$ cat config.mk
export PLATFORM = sky130hd
export DESIGN_NAME = intensity_to_color_ramp
export DESIGN_NICKNAME = d
export VERILOG_FILES = /design/src/rtl/icr_pkg.sv /design/src/rtl/icr_ram.sv /design/src/rtl/icr_div.sv /design/src/rtl/intensity_to_color_ramp.sv
export SDC_FILE = /design/constraint.sdc
export NUM_CORES = 2
export LEC_CHECK = 0
export ABC_AREA = 0
export BUFFER_PORTS_ARGS = -buffer_cell sky130_fd_sc_hd__buf_2
export CAP_MARGIN = 20
export CORE_AREA = 2 2 600 602
export CTS_CLUSTER_DIAMETER = 40
export DETAILED_ROUTE_END_ITERATION = 8
export DIE_AREA = 0 0 602 604
export PLACE_DENSITY_LB_ADDON = 0.1
export SETUP_SLACK_MARGIN = 0.15
export SLEW_MARGIN = 20
export SYNTH_ARGS = -nofsm -noshare
export SYNTH_HDL_FRONTEND = slang
export SYNTH_SLANG_ARGS = --single-unit
export TNS_END_PERCENT = 100
$ cat constraint.sdc
create_clock -name clk -period 7.9 [get_ports clk]
set_input_delay 1.58 -clock clk [delete_from_list [all_inputs] [get_ports clk]]
set_output_delay 1.58 -clock clk [all_outputs]
set_load 0.005 [all_outputs]
$ cat src/rtl/icr_pkg.sv
package icr_pkg;

    localparam int POINT_CAPACITY = 64;
    localparam int ADDR_W = (POINT_CAPACITY > 1) ? $clog2(POINT_CAPACITY) : 1;
    localparam int CNT_W = $clog2(POINT_CAPACITY + 1);
    localparam int INT_W = 21;
    localparam int DIV_W = INT_W + 1;
    localparam int FRAC_W = 16;
    localparam int STEP_W = $clog2(FRAC_W);
    localparam int T_W = FRAC_W + 1;
    localparam int COLOR_W = 24;
    localparam int CFG_IDX_W = 3;

    localparam logic signed [INT_W-1:0] INT_MAX = 21'sd999999;
    localparam logic signed [INT_W-1:0] INT_MIN = -21'sd999999;
    localparam logic signed [INT_W-1:0] HIGH_BOUND_RST = 21'sd4096;
    localparam logic [T_W-1:0] T_ONE = 17'h10000;

    typedef enum logic [CFG_IDX_W-1:0] {
        REG_AUTO_BOUNDS = 3'd0,
        REG_LOW_BOUND   = 3'd1,
        REG_HIGH_BOUND  = 3'd2,
        REG_LOW_COLOR   = 3'd3,
        REG_HIGH_COLOR  = 3'd4
    } cfg_reg_t;

    function automatic logic signed [INT_W-1:0] sat_int(input logic signed [INT_W-1:0] v);
        logic signed [INT_W-1:0] r;
        r = v;
        if (v > INT_MAX)
        begin
            r = INT_MAX;
        end
        else if (v < INT_MIN)
        begin
            r = INT_MIN;
        end
        return r;
    endfunction

    // (L << 16) + (H - L) * t + half, rounded half up
    function automatic logic [7:0] blend_ch(input logic [7:0] h, input logic [7:0] l,
                                            input logic [T_W-1:0] t);
        logic signed [8:0]  dch;
        logic signed [26:0] prod;
        logic signed [26:0] acc;
        dch  = $signed({1'b0, h}) - $signed({1'b0, l});
        prod = dch * $signed({1'b0, t});
        acc  = prod + $signed({3'b000, l, 16'h8000});
        return acc[23:16];
    endfunction

endpackage

$ cat src/rtl/icr_ram.sv
module icr_ram #(
    parameter int WIDTH = 8,
    parameter int DEPTH = 16
) (
    input  logic                                          clk,
    input  logic                                          we,
    input  logic [((DEPTH > 1) ? $clog2(DEPTH) : 1)-1:0] waddr,
    input  logic [WIDTH-1:0]                              wdata,
    input  logic                                          re,
    input  logic [((DEPTH > 1) ? $clog2(DEPTH) : 1)-1:0] raddr,
    output logic [WIDTH-1:0]                              rdata
);

    logic [WIDTH-1:0] mem [DEPTH];

    always_ff @(posedge clk)
    begin
        if (we)
        begin
            mem[waddr] <= wdata;
        end
        if (re)
        begin
            rdata <= mem[raddr];
        end
    end

endmodule

$ cat src/rtl/icr_div.sv
module icr_div
    import icr_pkg::*;
(
    input  logic                    clk,
    input  logic                    rst_n,
    input  logic                    start,
    input  logic signed [DIV_W-1:0] num,
    input  logic signed [DIV_W-1:0] den,
    output logic                    done,
    output logic [T_W-1:0]          t
);

    typedef enum logic [2:0] {
        D_IDLE = 3'b001,
        D_PREP = 3'b010,
        D_ITER = 3'b100
    } div_state_t;

    div_state_t          state_reg, state_next;
    logic [DIV_W-1:0]    a_reg, a_next;
    logic [DIV_W-1:0]    d_reg, d_next;
    logic                zero_reg, zero_next;
    logic [DIV_W-1:0]    r_reg, r_next;
    logic [FRAC_W-1:0]   q_reg, q_next;
    logic [STEP_W-1:0]   step_reg, step_next;
    logic                done_reg, done_next;
    logic [T_W-1:0]      t_reg, t_next;
    logic [DIV_W:0]      r_shift;

    assign done = done_reg;
    assign t    = t_reg;

    always_comb
    begin
        state_next = state_reg;
        a_next     = a_reg;
        d_next     = d_reg;
        zero_next  = zero_reg;
        r_next     = r_reg;
        q_next     = q_reg;
        step_next  = step_reg;
        done_next  = 1'b0;
        t_next     = t_reg;
        r_shift    = {r_reg, 1'b0};
        case (state_reg)
            D_IDLE:
            begin
                if (start)
                begin
                    a_next     = num[DIV_W-1] ? DIV_W'(-num) : DIV_W'(num);
                    d_next     = den[DIV_W-1] ? DIV_W'(-den) : DIV_W'(den);
                    // opposite signs or a zero term clamp to zero
                    zero_next  = (num == '0) || (den == '0) || (num[DIV_W-1] ^ den[DIV_W-1]);
                    state_next = D_PREP;
                end
            end
            D_PREP:
            begin
                if (zero_reg)
                begin
                    t_next     = '0;
                    done_next  = 1'b1;
                    state_next = D_IDLE;
                end
                else if (a_reg >= d_reg)
                begin
                    t_next     = T_ONE;
                    done_next  = 1'b1;
                    state_next = D_IDLE;
                end
                else
                begin
                    r_next     = a_reg;
                    q_next     = '0;
                    step_next  = '0;
                    state_next = D_ITER;
                end
            end
            D_ITER:
            begin
                if (r_shift >= {1'b0, d_reg})
                begin
                    r_next = DIV_W'(r_shift - {1'b0, d_reg});
                    q_next = {q_reg[FRAC_W-2:0], 1'b1};
                end
                else
                begin
                    r_next = DIV_W'(r_shift);
                    q_next = {q_reg[FRAC_W-2:0], 1'b0};
                end
                step_next = step_reg + 1'b1;
                if (step_reg == STEP_W'(FRAC_W - 1))
                begin
                    t_next     = {1'b0, q_next};
                    done_next  = 1'b1;
                    state_next = D_IDLE;
                end
            end
            default:
            begin
                state_next = D_IDLE;
            end
        endcase
    end

    always_ff @(posedge clk or negedge rst_n)
    begin
        if (!rst_n)
        begin
            state_reg <= D_IDLE;
            done_reg  <= 1'b0;
            step_reg  <= '0;
        end
        else
        begin
            state_reg <= state_next;
            done_reg  <= done_next;
            step_reg  <= step_next;
        end
    end

    always_ff @(posedge clk)
    begin
        a_reg    <= a_next;
        d_reg    <= d_next;
        zero_reg <= zero_next;
        r_reg    <= r_next;
        q_reg    <= q_next;
        t_reg    <= t_next;
    end

endmodule

$ cat src/rtl/intensity_to_color_ramp.sv
// Intensity to colour ramp.
// Input stream s_*: one transaction per point, tdata[20:0] = signed intensity,
// tlast marks the last point of a frame. Points are written to a 64-entry
// store while s_tready is high; points beyond capacity are dropped and flagged.
// The frame's last point starts emission: one output transaction per stored
// point, in arrival order, with tlast on the final one. s_tready stays low
// until the final result has been loaded into the output register.
// Each result passes through the store read, the divider start, the
// shift-subtract divider (which ends early when the quotient clamps) and
// the blend into the output register. The divider for the next point runs
// while a result waits in the output register; a stall on m_tready holds
// the result and stops the sequence after that division.
// cfg_*: register writes (index 0 auto_bounds .. 4 high_color), always ready;
// write only while no frame is being emitted. In auto mode the frame's bounds
// are written back to low_bound/high_bound.
// Reset clears the frame (empty store, running bounds at their limits) and
// loads the register defaults; no clearing pass is needed.
module intensity_to_color_ramp
    import icr_pkg::*;
(
    input  logic                 clk,
    input  logic                 rst_n,
    input  logic                 s_tvalid,
    output logic                 s_tready,
    input  logic [23:0]          s_tdata,   // [20:0] intensity
    input  logic                 s_tlast,   // frame_end
    output logic                 m_tvalid,
    input  logic                 m_tready,
    output logic [71:0]          m_tdata,   // red, green, blue, used_low, used_high
    output logic                 m_tlast,   // last_point
    output logic [0:0]           m_tuser,   // overflowed
    input  logic                 cfg_valid,
    output logic                 cfg_ready,
    input  logic [CFG_IDX_W-1:0] cfg_index,
    input  logic [COLOR_W-1:0]   cfg_data
);

    typedef enum logic [5:0] {
        ST_COLLECT = 6'b000001,
        ST_READ    = 6'b000010,
        ST_LOAD    = 6'b000100,
        ST_START   = 6'b001000,
        ST_DIV     = 6'b010000,
        ST_OUT     = 6'b100000
    } state_t;

    state_t                  state_reg, state_next;
    logic                    auto_reg, auto_next;
    logic signed [INT_W-1:0] low_bound_reg, low_bound_next;
    logic signed [INT_W-1:0] high_bound_reg, high_bound_next;
    logic [COLOR_W-1:0]      low_color_reg, low_color_next;
    logic [COLOR_W-1:0]      high_color_reg, high_color_next;
    logic [CNT_W-1:0]        count_reg, count_next;
    logic signed [INT_W-1:0] run_lo_reg, run_lo_next;
    logic signed [INT_W-1:0] run_hi_reg, run_hi_next;
    logic                    drop_reg, drop_next;
    logic signed [INT_W-1:0] lo_reg, lo_next;
    logic signed [INT_W-1:0] hi_reg, hi_next;
    logic                    ovf_reg, ovf_next;
    logic [CNT_W-1:0]        emit_n_reg, emit_n_next;
    logic [ADDR_W-1:0]       rd_idx_reg, rd_idx_next;
    logic signed [DIV_W-1:0] diff_reg, diff_next;
    logic signed [DIV_W-1:0] num_reg, num_next;
    logic                    m_valid_reg, m_valid_next;
    logic                    m_last_reg, m_last_next;
    logic                    m_ovf_reg, m_ovf_next;
    logic [7:0]              red_reg, red_next;
    logic [7:0]              green_reg, green_next;
    logic [7:0]              blue_reg, blue_next;
    logic signed [INT_W-1:0] used_lo_reg, used_lo_next;
    logic signed [INT_W-1:0] used_hi_reg, used_hi_next;

    logic                    in_accept;
    logic                    full;
    logic signed [INT_W-1:0] v;
    logic signed [INT_W-1:0] run_lo_upd;
    logic signed [INT_W-1:0] run_hi_upd;
    logic                    is_last;
    logic                    out_free;
    logic [INT_W-1:0]        ram_rdata;
    logic                    div_start;
    logic                    div_done;
    logic [T_W-1:0]          div_t;

    assign s_tready  = (state_reg == ST_COLLECT);
    assign cfg_ready = 1'b1;
    assign in_accept = s_tvalid && s_tready;
    assign full      = (count_reg == CNT_W'(POINT_CAPACITY));
    assign v         = sat_int($signed(s_tdata[INT_W-1:0]));
    assign run_lo_upd = (!full && (v < run_lo_reg)) ? v : run_lo_reg;
    assign run_hi_upd = (!full && (v > run_hi_reg)) ? v : run_hi_reg;
    assign is_last   = ((CNT_W'(rd_idx_reg) + CNT_W'(1)) == emit_n_reg);
    assign out_free  = !m_valid_reg || m_tready;
    assign div_start = (state_reg == ST_START);

    assign m_tvalid = m_valid_reg;
    assign m_tlast  = m_last_reg;
    assign m_tuser  = m_ovf_reg;
    assign m_tdata  = {6'b000000, used_hi_reg, used_lo_reg, blue_reg, green_reg, red_reg};

    icr_ram #(
        .WIDTH (INT_W),
        .DEPTH (POINT_CAPACITY)
    ) u_store (
        .clk   (clk),
        .we    (in_accept && !full),
        .waddr (count_reg[ADDR_W-1:0]),
        .wdata (v),
        .re    (state_reg == ST_READ),
        .raddr (rd_idx_reg),
        .rdata (ram_rdata)
    );

    icr_div u_div (
        .clk   (clk),
        .rst_n (rst_n),
        .start (div_start),
        .num   (num_reg),
        .den   (diff_reg),
        .done  (div_done),
        .t     (div_t)
    );

    always_comb
    begin
        state_next      = state_reg;
        auto_next       = auto_reg;
        low_bound_next  = low_bound_reg;
        high_bound_next = high_bound_reg;
        low_color_next  = low_color_reg;
        high_color_next = high_color_reg;
        count_next      = count_reg;
        run_lo_next     = run_lo_reg;
        run_hi_next     = run_hi_reg;
        drop_next       = drop_reg;
        lo_next         = lo_reg;
        hi_next         = hi_reg;
        ovf_next        = ovf_reg;
        emit_n_next     = emit_n_reg;
        rd_idx_next     = rd_idx_reg;
        diff_next       = diff_reg;
        num_next        = num_reg;
        m_valid_next    = m_valid_reg;
        m_last_next     = m_last_reg;
        m_ovf_next      = m_ovf_reg;
        red_next        = red_reg;
        green_next      = green_reg;
        blue_next       = blue_reg;
        used_lo_next    = used_lo_reg;
        used_hi_next    = used_hi_reg;

        if (m_valid_reg && m_tready)
        begin
            m_valid_next = 1'b0;
        end

        case (state_reg)
            ST_COLLECT:
            begin
                if (in_accept)
                begin
                    if (s_tlast)
                    begin
                        if (auto_reg)
                        begin
                            lo_next         = run_lo_upd;
                            hi_next         = run_hi_upd;
                            low_bound_next  = run_lo_upd;
                            high_bound_next = run_hi_upd;
                        end
                        else
                        begin
                            lo_next = sat_int(low_bound_reg);
                            hi_next = sat_int(high_bound_reg);
                        end
                        emit_n_next = full ? count_reg : count_reg + CNT_W'(1);
                        ovf_next    = drop_reg || full;
                        rd_idx_next = '0;
                        count_next  = '0;
                        run_lo_next = INT_MAX;
                        run_hi_next = INT_MIN;
                        drop_next   = 1'b0;
                        state_next  = ST_READ;
                    end
                    else
                    begin
                        run_lo_next = run_lo_upd;
                        run_hi_next = run_hi_upd;
                        if (full)
                        begin
                            drop_next = 1'b1;
                        end
                        else
                        begin
                            count_next = count_reg + CNT_W'(1);
                        end
                    end
                end
            end
            ST_READ:
            begin
                diff_next  = {hi_reg[INT_W-1], hi_reg} - {lo_reg[INT_W-1], lo_reg};
                state_next = ST_LOAD;
            end
            ST_LOAD:
            begin
                num_next   = {ram_rdata[INT_W-1], ram_rdata} - {lo_reg[INT_W-1], lo_reg};
                state_next = ST_START;
            end
            ST_START:
            begin
                state_next = ST_DIV;
            end
            ST_DIV:
            begin
                if (div_done)
                begin
                    state_next = ST_OUT;
                end
            end
            ST_OUT:
            begin
                if (out_free)
                begin
                    red_next     = blend_ch(high_color_reg[23:16], low_color_reg[23:16], div_t);
                    green_next   = blend_ch(high_color_reg[15:8], low_color_reg[15:8], div_t);
                    blue_next    = blend_ch(high_color_reg[7:0], low_color_reg[7:0], div_t);
                    used_lo_next = lo_reg;
                    used_hi_next = hi_reg;
                    m_ovf_next   = ovf_reg;
                    m_last_next  = is_last;
                    m_valid_next = 1'b1;
                    if (is_last)
                    begin
                        state_next = ST_COLLECT;
                    end
                    else
                    begin
                        rd_idx_next = rd_idx_reg + 1'b1;
                        state_next  = ST_READ;
                    end
                end
            end
            default:
            begin
                state_next = ST_COLLECT;
            end
        endcase

        if (cfg_valid && cfg_ready)
        begin
            case (cfg_index)
                REG_AUTO_BOUNDS: auto_next       = cfg_data[0];
                REG_LOW_BOUND:   low_bound_next  = $signed(cfg_data[INT_W-1:0]);
                REG_HIGH_BOUND:  high_bound_next = $signed(cfg_data[INT_W-1:0]);
                REG_LOW_COLOR:   low_color_next  = cfg_data;
                REG_HIGH_COLOR:  high_color_next = cfg_data;
                default:         ;
            endcase
        end
    end

    always_ff @(posedge clk or negedge rst_n)
    begin
        if (!rst_n)
        begin
            state_reg      <= ST_COLLECT;
            auto_reg       <= 1'b1;
            low_bound_reg  <= '0;
            high_bound_reg <= HIGH_BOUND_RST;
            low_color_reg  <= '0;
            high_color_reg <= '1;
            count_reg      <= '0;
            run_lo_reg     <= INT_MAX;
            run_hi_reg     <= INT_MIN;
            drop_reg       <= 1'b0;
            rd_idx_reg     <= '0;
            emit_n_reg     <= '0;
            m_valid_reg    <= 1'b0;
        end
        else
        begin
            state_reg      <= state_next;
            auto_reg       <= auto_next;
            low_bound_reg  <= low_bound_next;
            high_bound_reg <= high_bound_next;
            low_color_reg  <= low_color_next;
            high_color_reg <= high_color_next;
            count_reg      <= count_next;
            run_lo_reg     <= run_lo_next;
            run_hi_reg     <= run_hi_next;
            drop_reg       <= drop_next;
            rd_idx_reg     <= rd_idx_next;
            emit_n_reg     <= emit_n_next;
            m_valid_reg    <= m_valid_next;
        end
    end

    always_ff @(posedge clk)
    begin
        lo_reg      <= lo_next;
        hi_reg      <= hi_next;
        ovf_reg     <= ovf_next;
        diff_reg    <= diff_next;
        num_reg     <= num_next;
        m_last_reg  <= m_last_next;
        m_ovf_reg   <= m_ovf_next;
        red_reg     <= red_next;
        green_reg   <= green_next;
        blue_reg    <= blue_next;
        used_lo_reg <= used_lo_next;
        used_hi_reg <= used_hi_next;
    end

endmodule
==> flow_metrics.tcl <==
set metrics [dict create \
    outcome "completed" \
    drtIter0Drc 3788 \
    die_x_um 602 \
    cts_tree "done" \
    track_usage_pct 15.6 \
    multi_input_area_mm2 0.0333 \
    worstRegToRegCells 26 \
    synthTopCellsByArea "edfxtp_1 (55%), mux4_2 (11%), fa_1 (7.7%), ha_1 (4.2%), dfrtp_1 (3.4%)" \
    synthTopCellsByCount "edfxtp_1 (1619), inv_1 (513), mux4_2 (441)" \
    port_buffers 123 \
    synth-main-ff-cell "edfxtp_1" \
    syn2layout_area_growth_pct 22.0 \
    synthAdderAreaFrac_pct 11.9 \
    die_area_mm2 0.364 \
    rsz0062_at_grt "false" \
    pre_cts_slack_ns 0.391 \
    clock-sinks 1788 \
    min_period_ns 7.39 \
    grt_max_degree 109 \
    crit_top_cell "fa_1" \
    ant_nets 0 \
    tightestPinTransition_ns 1.06 \
    synth_xor_area_share_pct 1.52 \
    gp_congestion 0.782 \
    ys_types 85 \
    synth_top_family_by_area "multiplexers" \
    core_area_mm2 0.358 \
    fin_ws_ns 0.509 \
    path_max_fanout 3 \
    die_h_um 604 \
    fin_setup_tns_ns 0 \
    cts_setup_buffers 0 \
    finalNetCount 6770 \
    dr_total_vias 50403 \
    cp_data_arrival_time_ns 7.99 \
    synth.area.mux_share_pct 12.5 \
    synth_top_area_cell "edfxtp_1" \
    clk_latency_ns 0.94 \
    regArea_mm2 0.0529 \
    path_class "flop to flop" \
    synthCells 5669 \
    grt_pass1_vias 53583 \
    grt_remaining_overflow 0 \
    cts_buffer_depth 4 \
    final_util_pct 30.3 \
    antenna_found_initial 51 \
    fmax_mhz 135 \
    viasPerCell 4.51 \
    hold_depth 0 \
    ctsResizeCount 0 \
    rows 220 \
    htreeDepth 5 \
    start_util_pct 24.8 \
    io_pins 134 \
    largest_reg_flops 1344 \
    ys_seq_area_share_pct 59.6 \
    dpl.hpwl_um 184000 \
    skew_ns 0.0829 \
    grt_pass1_wl_um 407000 \
    yosysMostFrequentCell "edfxtp_1" \
    cp_slowest_cell "a2111oi_0" \
    drc_errors 0 \
    cp.required_ns 8.50 \
    synth.avg_cell_area_um2 15.7 \
    synth_edf_count 1619 \
    yosys_register_bits 1788 \
    holdBufCountCts 0 \
    routed_wl_um 285000 \
    synth.cell_area_mm2 0.0888 \
    min_path_type "flop to flop" \
    cp-start-kind "flop" \
    crit_path_end_kind "flop" \
    slowest_delay_ns 0.56 \
    cts_inserted_buffers 346 \
    drive_above_1_share_pct 24.5 \
    finalHoldViolCount 0 \
    wire_per_inst_um 25.6 \
    setup_viol_count_final 0 \
    period_share_pct 93.6 \
    max_slew_margin_pct 29.0 \
    synth_top_cell_area_share_pct 54.7 \
    cts_root_buf "clkbuf_16" \
    synth_compound_area_share_pct 4.46 \
    first_pass_iters 5 \
    slew_viol_final 0 \
    fill_cells 35379 \
    yosysWarnings 0 \
    path_clk_slew_ns 0.05 \
    ys_async_sr_fraction_pct 9.45 \
    synth-simple-area-share_pct 6.67 \
    maxCapViolations 0 \
]
## through the flow
step                hold WS (ns)  std cells  instance area, um^2
finish                     0.497      11164               108000
global route               0.511      11144               108000
CTS                        0.502      11140               108000
detailed placement         0.493      10500                96300
global placement           0.491      10500                96300
floorplan                  0.400       5674                88800
## per-layer routing
layer,part of all wire (%),global-route usage [%],vias to the layer above
met4,2.8,4.37,0
met3,3.8,2.06,454
met1,44,20.5,26746
met2,49,26.9,1074
li1,-,-,22129
met5,0,0,-
## final cells by class
cell class	count	area share [%]
Clock inverter	251	2.76
Tap cell	4773	5.51
Multi-Input combinational cell	3114	30.8
Clock buffer	389	8.34
Timing Repair Buffer	313	1.98
Sequential cell	1788	48.8
Antenna cell	23	0.0531
Inverter	513	1.78
## cells by family (layout without fill, tap and decap cells)
family	Yosys count	in the layout
xor+xnor	151	151
fa+ha+maj	637	637
other cells	2	30
simple gates	1140	1140
buf+inv	772	1466
mux	550	550
compound gates	629	629
flops	1788	1788
## final timing paths
| path | slack (ns) | from | end |
|---|---|---|---|
| worst max-delay path | 0.51 | high_color_reg[0]$_DFFE_PN1P_ | blue_reg[7]$_DFFE_PP_ |
| worst min-delay path | 0.50 | lo_reg[12]$_DFFE_PP_ | used_lo_reg[12]$_DFFE_PP_ |
| worst max register to register | 0.51 | high_color_reg[0]$_DFFE_PN1P_ | blue_reg[7]$_DFFE_PP_ |
| worst min register to register | 0.50 | lo_reg[12]$_DFFE_PP_ | used_lo_reg[12]$_DFFE_PP_ |
| max in group asynchronous | 5.82 | rst_n | rd_idx_reg[1]$_DFFE_PN0P_ |
| min in group asynchronous | 0.68 | rst_n | low_color_reg[3]$_DFFE_PN0P_ |
## cells in the final DEF (no fill, tap or decap), types with 23 or more instances in the layout
| cell type | netlist | routed |
|---|---|---|
| o31ai_1 | 24 | 23 |
| o21a_1 | 38 | 30 |
| dfrtp_1 | 119 | 114 |
| a21oi_1 | 156 | 156 |
| or3_1 | 28 | 28 |
| mux2_2 | 44 | 44 |
| o22ai_1 | 24 | 24 |
| mux2i_1 | 64 | 64 |
| nor3_1 | 49 | 47 |
| buf_4 | 10 | 182 |
| nand4_1 | 30 | 30 |
| clkinv_1 | 0 | 52 |
| fa_1 | 342 | 342 |
| a21o_1 | 32 | 32 |
| nand3_1 | 50 | 50 |
| nor2_1 | 239 | 172 |
| nand2b_1 | 120 | 120 |
| buf_2 | 51 | 122 |
| nor2_2 | 0 | 56 |
| mux4_2 | 441 | 441 |
| a22oi_1 | 23 | 23 |
| diode_2 | 0 | 23 |
| edfxtp_1 | 1619 | 1619 |
| clkbuf_16 | 0 | 352 |
| inv_1 | 513 | 512 |
| clkinvlp_4 | 0 | 35 |
| xor2_1 | 28 | 27 |
| nand2_1 | 229 | 228 |
| clkinv_2 | 0 | 52 |
| clkbuf_1 | 179 | 28 |
| nor2b_1 | 34 | 32 |
| and3_1 | 56 | 56 |
| bufinv_16 | 0 | 49 |
| o21ai_0 | 188 | 177 |
| xnor2_1 | 121 | 119 |
| or2_2 | 28 | 27 |
| ha_1 | 295 | 295 |
| dfstp_2 | 50 | 50 |
| and2_1 | 211 | 211 |
## worst max-delay path, delay by kind of cell, from the launching register on
family,cells,cell delay [ns]
buffers and inverters,5,0.43
AOI/OAI and AO/OA,6,1.57
adders and majority gates,8,3.21
xor gates and xnor gates,1,0.09
DFF,1,0.51
and+or+nand+nor,6,1.30
Power is not shown: default switching activity piles up to over one toggle a cycle in this logic, so the estimate is an artifact.
